## src/rtl/rtt_pkg.sv

```systemverilog
package rtt_pkg;

   localparam int VALUE_WIDTH_DEFAULT = 64;
   localparam int CHAR_W   = 8;
   localparam int RADIX_W  = 7;
   localparam int DIGIT_W  = 6;
   localparam int STATUS_W = 2;

   localparam logic [RADIX_W-1:0] RADIX_RESET = 7'd10;
   localparam logic [RADIX_W-1:0] RADIX_MIN   = 7'd2;
   localparam logic [RADIX_W-1:0] RADIX_MAX   = 7'd64;
   localparam logic [RADIX_W-1:0] RADIX_CASE  = 7'd36;
   localparam logic [RADIX_W-1:0] RADIX_FOLD  = 7'd38;

   localparam logic [6:0] CH_DOT = 7'h2e;
   localparam logic [6:0] CH_0   = 7'h30;
   localparam logic [6:0] CH_9   = 7'h39;
   localparam logic [6:0] CH_UA  = 7'h41;
   localparam logic [6:0] CH_UZ  = 7'h5a;
   localparam logic [6:0] CH_LA  = 7'h61;

   // shifts that close the gaps between the character groups
   localparam logic [6:0] SHIFT_UPPER      = CH_UA - CH_9 - 7'd1;
   localparam logic [6:0] SHIFT_LOWER_FOLD = CH_LA - CH_9 - 7'd1;
   localparam logic [6:0] SHIFT_LOWER      = (CH_LA - CH_UZ - 7'd1) + SHIFT_UPPER;

   typedef enum logic [STATUS_W-1:0] {
      STATUS_OK       = 2'd0,
      STATUS_ERROR    = 2'd1,
      STATUS_OVERFLOW = 2'd2
   } status_type;

   typedef struct packed {
      logic               valid;
      logic [DIGIT_W-1:0] value;
   } digit_type;

   typedef struct packed {
      logic go;
      logic last;
   } step_type;

endpackage

```

## src/rtl/radix_text_to_integer.sv

```systemverilog
// channel | dir | tdata                  | tuser           | tlast
// req     | in  | [7:0] char_code        | -               | end_of_text
// rsp     | out | [RSP_DATA_W-1:0] value | [1:0] status    | -
// csr     | in  | [6:0] radix, written when csr_we is high
//
// one word per cycle sustained while no terminator waits on a stalled result; a word is
// held in the input register, then feeds the multiply-add by the radix or the result register.
// the accumulator loop (value * radix + digit, overflow check) sets the cycle.
// reset clears the state and the radix returns to 10.
// a stalled result holds back a terminator word and the words behind it;
// characters alone pass a stalled result.
module radix_text_to_integer #(
   parameter int VALUE_WIDTH = rtt_pkg::VALUE_WIDTH_DEFAULT
) (
   input  logic                                  clock,
   input  logic                                  reset,
   input  logic                                  req_tvalid,
   output logic                                  req_tready,
   input  logic [rtt_pkg::CHAR_W-1:0]            req_tdata,   // char_code
   input  logic                                  req_tlast,   // end_of_text
   output logic                                  rsp_tvalid,
   input  logic                                  rsp_tready,
   output logic [((VALUE_WIDTH+7)/8)*8-1:0]      rsp_tdata,   // number_value
   output logic [rtt_pkg::STATUS_W-1:0]          rsp_tuser,   // parse_status
   input  logic                                  csr_we,
   input  logic [rtt_pkg::RADIX_W-1:0]           csr_wdata    // radix
);
   import rtt_pkg::*;

   localparam int RSP_DATA_W = ((VALUE_WIDTH + 7) / 8) * 8;

   logic [RADIX_W-1:0] radix_ff;

   logic              s1_valid_ff, s1_valid_in;
   logic [CHAR_W-1:0] s1_char_ff;
   logic              s1_last_ff;

   logic                   rsp_valid_ff, rsp_valid_in;
   logic [VALUE_WIDTH-1:0] rsp_value_ff;
   status_type             rsp_status_ff;

   logic                   out_free;
   logic                   s1_move;
   logic                   load_rsp;
   step_type               step;
   digit_type              digit;
   logic [VALUE_WIDTH-1:0] result_value;
   status_type             result_status;

   always_comb begin
      out_free     = !rsp_valid_ff || rsp_tready;
      s1_move      = s1_valid_ff && (!s1_last_ff || out_free);
      req_tready   = !s1_valid_ff || s1_move;
      load_rsp     = s1_move && s1_last_ff;
      step.go      = s1_move;
      step.last    = s1_last_ff;
      s1_valid_in  = (req_tvalid && req_tready) || (s1_valid_ff && !s1_move);
      if (load_rsp) begin
         rsp_valid_in = 1'b1;
      end else if (rsp_tready) begin
         rsp_valid_in = 1'b0;
      end else begin
         rsp_valid_in = rsp_valid_ff;
      end
   end

   rtt_digit u_digit (
      .char_code (s1_char_ff),
      .radix     (radix_ff),
      .digit     (digit)
   );

   rtt_accum #(
      .VALUE_WIDTH (VALUE_WIDTH)
   ) u_accum (
      .clock  (clock),
      .reset  (reset),
      .step   (step),
      .digit  (digit),
      .radix  (radix_ff),
      .value  (result_value),
      .status (result_status)
   );

   always_ff @(posedge clock) begin
      if (reset) begin
         radix_ff     <= RADIX_RESET;
         s1_valid_ff  <= 1'b0;
         rsp_valid_ff <= 1'b0;
      end else begin
         if (csr_we) begin
            radix_ff <= csr_wdata;
         end
         s1_valid_ff  <= s1_valid_in;
         rsp_valid_ff <= rsp_valid_in;
      end
   end

   always_ff @(posedge clock) begin
      if (req_tvalid && req_tready) begin
         s1_char_ff <= req_tdata;
         s1_last_ff <= req_tlast;
      end
      if (load_rsp) begin
         rsp_value_ff  <= result_value;
         rsp_status_ff <= result_status;
      end
   end

   assign rsp_tvalid = rsp_valid_ff;
   assign rsp_tdata  = RSP_DATA_W'(rsp_value_ff);
   assign rsp_tuser  = rsp_status_ff;

endmodule

```

## src/rtl/rtt_digit.sv

```systemverilog
module rtt_digit (
   input  logic [rtt_pkg::CHAR_W-1:0]  char_code,
   input  logic [rtt_pkg::RADIX_W-1:0] radix,
   output rtt_pkg::digit_type          digit
);
   import rtt_pkg::*;

   logic [6:0] c;
   logic [6:0] mapped;
   logic [6:0] offset;
   logic [6:0] diff;
   logic       ok;

   always_comb begin
      c      = char_code[6:0];
      ok     = !char_code[7];
      mapped = c;
      if (c >= CH_LA) begin
         mapped = (radix <= RADIX_FOLD) ? c - SHIFT_LOWER_FOLD : c - SHIFT_LOWER;
      end else if (c > CH_UZ) begin
         ok = 1'b0;
      end else if (c >= CH_UA) begin
         mapped = c - SHIFT_UPPER;
      end else if (c > CH_9) begin
         ok = 1'b0;
      end
      offset = (radix > RADIX_CASE) ? CH_DOT : CH_0;
      diff   = mapped - offset;
      if (mapped < offset) begin
         ok = 1'b0;
      end
      if (diff >= radix) begin
         ok = 1'b0;
      end
      digit.valid = ok;
      digit.value = diff[DIGIT_W-1:0];
   end

endmodule

```

## src/rtl/rtt_accum.sv

```systemverilog
module rtt_accum #(
   parameter int VALUE_WIDTH = rtt_pkg::VALUE_WIDTH_DEFAULT
) (
   input  logic                        clock,
   input  logic                        reset,
   input  rtt_pkg::step_type           step,
   input  rtt_pkg::digit_type          digit,
   input  logic [rtt_pkg::RADIX_W-1:0] radix,
   output logic [VALUE_WIDTH-1:0]      value,
   output rtt_pkg::status_type         status
);
   import rtt_pkg::*;

   localparam int PROD_W = VALUE_WIDTH + RADIX_W;

   logic [VALUE_WIDTH-1:0] acc_ff, acc_in;
   logic                   seen_ff, seen_in;
   status_type             fault_ff, fault_in;

   logic [PROD_W-1:0] mac;
   logic              overflow;
   logic              radix_ok;

   always_comb begin
      radix_ok = radix inside {[RADIX_MIN:RADIX_MAX]};
      mac      = PROD_W'(acc_ff) * PROD_W'(radix) + PROD_W'(digit.value);
      overflow = |mac[PROD_W-1:VALUE_WIDTH];
   end

   // result of a terminator, built from the state before it clears
   always_comb begin
      if (fault_ff != STATUS_OK) begin
         status = fault_ff;
      end else if (!radix_ok || !seen_ff) begin
         status = STATUS_ERROR;
      end else begin
         status = STATUS_OK;
      end
      value = (status == STATUS_OK) ? acc_ff : '0;
   end

   always_comb begin
      acc_in   = acc_ff;
      seen_in  = seen_ff;
      fault_in = fault_ff;
      if (step.go && step.last) begin
         acc_in   = '0;
         seen_in  = 1'b0;
         fault_in = STATUS_OK;
      end else if (step.go && fault_ff == STATUS_OK) begin
         if (!radix_ok || !digit.valid) begin
            fault_in = STATUS_ERROR;
         end else if (overflow) begin
            fault_in = STATUS_OVERFLOW;
         end else begin
            acc_in  = mac[VALUE_WIDTH-1:0];
            seen_in = 1'b1;
         end
      end
   end

   always_ff @(posedge clock) begin
      if (reset) begin
         acc_ff   <= '0;
         seen_ff  <= 1'b0;
         fault_ff <= STATUS_OK;
      end else begin
         acc_ff   <= acc_in;
         seen_ff  <= seen_in;
         fault_ff <= fault_in;
      end
   end

endmodule

```

## config.mk

```make
export PLATFORM = sky130hd
export DESIGN_NAME = radix_text_to_integer
export DESIGN_NICKNAME = d
export VERILOG_FILES = /design/src/rtl/rtt_pkg.sv /design/src/rtl/radix_text_to_integer.sv /design/src/rtl/rtt_digit.sv /design/src/rtl/rtt_accum.sv
export SDC_FILE = /design/constraint.sdc
export NUM_CORES = 1
export LEC_CHECK = 0
export ABC_AREA = 0
export BUFFER_PORTS_ARGS = -buffer_cell sky130_fd_sc_hd__buf_4
export CAP_MARGIN = 20
export CORE_MARGIN = 2
export CORE_UTILIZATION = 40
export DETAILED_ROUTE_END_ITERATION = 8
export GPL_TIMING_DRIVEN = 1
export PLACE_DENSITY = 0.65
export SYNTH_ARGS = -nofsm -noshare
export SYNTH_HDL_FRONTEND = slang
export SYNTH_HIERARCHICAL = 1
export SYNTH_SLANG_ARGS = --single-unit
```

## constraint.sdc

```tcl
create_clock -name clock -period 15.1 [get_ports clock]
set_input_delay 1.51 -clock clock [delete_from_list [all_inputs] [get_ports clock]]
set_output_delay 1.51 -clock clock [all_outputs]
set_load 0.03 [all_outputs]
```

==> impl_summary.txt <==
----------------------------------------------------
[Min path]
  Hold Path Class ... flip-flop to flip-flop

[Global route]
  Total congestion overflow ... 0
  GRT Resource Usage Total ... 0.197
  Number of global-route vias before repair ... 19,000
  Pin count of the biggest net entering global routing ... 70
  First-pass GRT wire length ... 95,500 um
  Initial antenna violation count ... 0

[Final layout]
  Commonest non-fill, non-tap cell in the layout ... sky130_fd_sc_hd__and2_1
  Highest-count cells in the layout ignoring fill and taps ... sky130_fd_sc_hd__and2_1 (473), sky130_fd_sc_hd__inv_1 (401), sky130_fd_sc_hd__fa_1 (317), sky130_fd_sc_hd__ha_1 (166), sky130_fd_sc_hd__a21oi_1 (164)
  Fin nets ... 3,043
  Share of layout cells above drive strength 1 ... 0.0690
  Antenna cells ... 0
  Layout overhead on the synthesized area ... 7.90%
  Cell area after layout ... 0.0246 mm2

[Floorplanning]
  Area inside the core boundary ... 0.0563 mm2
  Effective utilization at floorplan ... 0.404
  Area of the die ... 0.0588 mm2
  Number of placement rows ... 87
  Floorplan die width ... 243 um
  Ports ... 89
  Floorplan die height ... 243 um

[Synthesis]
  Main synth FF type ... sky130_fd_sc_hd__dfxtp_1
  Library cells used by synthesis ... 81
  Cell types with the largest area share after synthesis ... sky130_fd_sc_hd__fa_1 (28%), sky130_fd_sc_hd__and2_1 (13%), sky130_fd_sc_hd__edfxtp_1 (9.9%), sky130_fd_sc_hd__ha_1 (9.1%), sky130_fd_sc_hd__dfxtp_1 (6.7%)
  Share of Yosys cell area claimed by the top area cell type ... 0.279
  Sequential fraction of the synthesis area ... 0.166
  Synth Cell Area ... 0.0228 mm2
  Number of instances in the synthesized netlist ... 2,560
  Register bit count reported by yosys ... 151
  Synth Area per Inst ... 8.89 um2
  Net count of the mapped netlist ... 3,064
  Proportion of register bits with asynchronous set or reset after synthesis ... 0
  Yosys warnings ... 6
  Library cell with the largest summed area after synthesis ... sky130_fd_sc_hd__fa_1
  Number of enable flip-flop cells after synthesis ... 75

[Outcome]
  Status ... finished clean

[CTS]
  Worst-Skew Late Latency ... 0.49 ns
  Cell at the root of the clock tree ... sky130_fd_sc_hd__clkbuf_16
  Clock tree from TritonCTS ... built
  Number of buffers added by the clock tree synthesis step ... 17
  Clock slew at the register clock pins of the worst setup and hold paths ... 0.07 ns
  Total setup buffers inserted after CTS ... 0
  Deepest clock path buffer count ... 2
  Hold buffer count at cts ... 0
  Number of sinks on the clock net ... 151
  Gates resized, CTS repair ... 0
  H-tree lvl count ... 4

[STA]
  Final setup TNS ... 0 ns
  Setup violation total in the final timing report ... 0
  Number of hold violations in the final report ... 0
  Fmax achieved ... 0.116 GHz
  Setup repair after global routing missed its margin ... false
  Worst Slack Setup Final ... 6.45 ns
  Fin. max-slew vios ... 0
  Maximum clock skew at final layout ... 0.0111 ns
  Transition time at the pin with the least slew margin ... 0.969 ns
  Worst slew slack as a fraction of its limit ... 0.352
  Post-route fraction of the period consumed by the critical path ... 0.573
  Final min period ... 8.65 ns

[Drt]
  Number of detailed-routing iterations run before antenna repair ... 5
  Via total after detailed routing ... 17,600
  Vias per Instance ... 5.33
  Drt initial violations ... 1,060
  Number of nets with antenna violations after routing ... 0
  Avg WL per Cell ... 16.8 um
  DRC violations left ... 0
  Drt total wl ... 55,600 um

[Place]
  Final weighted congestion in routability-driven placement ... 0.883
  Quantity of I/O buffers inserted on ports ... 88
  HPWL after DPL ... 41,600 um
  Minimum setup slack after placement ... 6.11 ns
  Area after detailed placement ... 0.0239 mm2

[Critical path]
  Category of the worst setup path capture point ... flip-flop
  CP delay by family, top ... adder cells
  Kind of critical path ... flip-flop to flip-flop
  Largest stage delay on the critical path ... 0.63 ns
  WP buf/inv ... 4
  Data arrival time of the worst path ... 9.06 ns
  Startpoint types ... flip-flop
  Cell mode on critical path ... sky130_fd_sc_hd__fa_1
  Max Fanout on Critical Path ... 66
  Required @ worst endpoint ... 15.51 ns
  Cell at the slowest stage of the critical path ... sky130_fd_sc_hd__or4_1

[Run]
  Max-cap violation count ... 0

[Power and ir drop]
  Worst IR Drop VDD ... 0.0752 mV
  Power per standard cell area ... 43.2 mW/mm2
  Static leakage power ... 0.0115 uW

----------------------------------------------------
[worst reg2reg max path, delay by kind of cell (launching register included)]
kind,cells,cell delay [ns]
XOR/XNOR,1,0.16
AND/OR/NAND/NOR,5,1.74
AO/OA/AOI/OAI,12,2.40
buffers and inverters,4,0.66
multiplexers,1,0.27
adder cells (fa/ha/maj),7,2.85
flip-flops,1,0.50
[per-stage QoR]
step | power (uW) | hold slack [ns] | std cells | util
CTS | 1080 | 0.542 | 3306 | 0.435
global placement | 612 | 0.516 | 3274 | 0.425
global route | 1110 | 0.580 | 3308 | 0.436
finish | 1060 | 0.543 | 3308 | 0.436
detailed placement | 616 | 0.527 | 3274 | 0.425
floorplan | 568 | 0.449 | 2560 | -
[power breakdown]
| part | switching, uW | internal (uW) |
|---|---|---|
| clock | 203 | 250 |
| combinational | 112 | 52.7 |
| sequential | 7.46 | 436 |
| total | 323 | 738 |
[kinds of logic after synthesis]
| logic type | after synthesis | synth area share |
|---|---|---|
| xor gates and xnor gates | 71 | 0.0273 |
| DFF | 151 | 0.166 |
| buffers and inverters | 548 | 0.0937 |
| and+or+nand+nor | 879 | 0.221 |
| AOI/OAI and AO/OA | 420 | 0.119 |
| adders and majority gates | 483 | 0.370 |
| muxes | 8 | 0.00374 |
[cells in the mapped netlist (all sizes together) (6+ instances only)]
| cell type | count |
|---|---|
| xor2 | 20 |
| a31oi | 12 |
| mux2i | 7 |
| nand4 | 91 |
| and2 | 474 |
| o21bai | 15 |
| nor2b | 9 |
| and3 | 6 |
| buf | 43 |
| o31ai | 62 |
| clkbuf | 103 |
| fa | 317 |
| nor2 | 66 |
| nor3 | 22 |
| ha | 166 |
| a21boi | 7 |
| inv | 402 |
| a21oi | 169 |
| o21ai | 56 |
| a211oi | 7 |
| dfxtp | 76 |
| nand2 | 136 |
| o21a | 9 |
| nand2b | 15 |
| xnor2 | 51 |
| a21o | 33 |
| nand3 | 24 |
| o211ai | 9 |
| edfxtp | 75 |
[metal layers]
| layer | track usage | vias to the layer above | wire, um |
|---|---|---|---|
| met2 | 0.328 | 421 | 26200 |
| met5 | 0 | - | 0 |
| li1 | - | 8264 | - |
| met1 | 0.262 | 8873 | 25900 |
| met3 | 0.0288 | 72 | 2250 |
| met4 | 0.0674 | 0 | 1230 |
[area by class of cell]
type	count	area, um2
clock inverters	12	128
repair buffers	106	828
well taps	756	946
fillers	5471	31700
clock buffers	20	478
inverters	402	1510
multi-input cells	1861	16900
flip-flops and latches	151	3780
[registers in the layout, summed over array words and instances, names as in the netlist]
| name | cells |
|---|---|
| rsp_tdata | 64 |
| u_accum/acc_ff | 64 |
| s1_char_ff | 8 |
| radix_ff | 7 |
| rsp_tuser | 2 |
| u_accum/fault_ff | 2 |
| rsp_tvalid | 1 |
| s1_last_ff | 1 |
| s1_valid_ff | 1 |
| u_accum/seen_ff | 1 |
[final timing paths]
kind | start | slack (ns) | cells past startpoint | end
max | s1_char_ff[1]$_DFFE_PP_ | 6.45 | 30 | u_accum/acc_ff[55]$_SDFFE_PP0P_
min | u_accum/fault_ff[0]$_SDFFE_PP0P_ | 0.54 | 2 | u_accum/fault_ff[0]$_SDFFE_PP0P_
max reg2reg | s1_char_ff[1]$_DFFE_PP_ | 6.45 | 30 | u_accum/acc_ff[55]$_SDFFE_PP0P_
min reg2reg | u_accum/fault_ff[0]$_SDFFE_PP0P_ | 0.54 | 2 | u_accum/fault_ff[0]$_SDFFE_PP0P_
(Power assumes the default switching activity.)
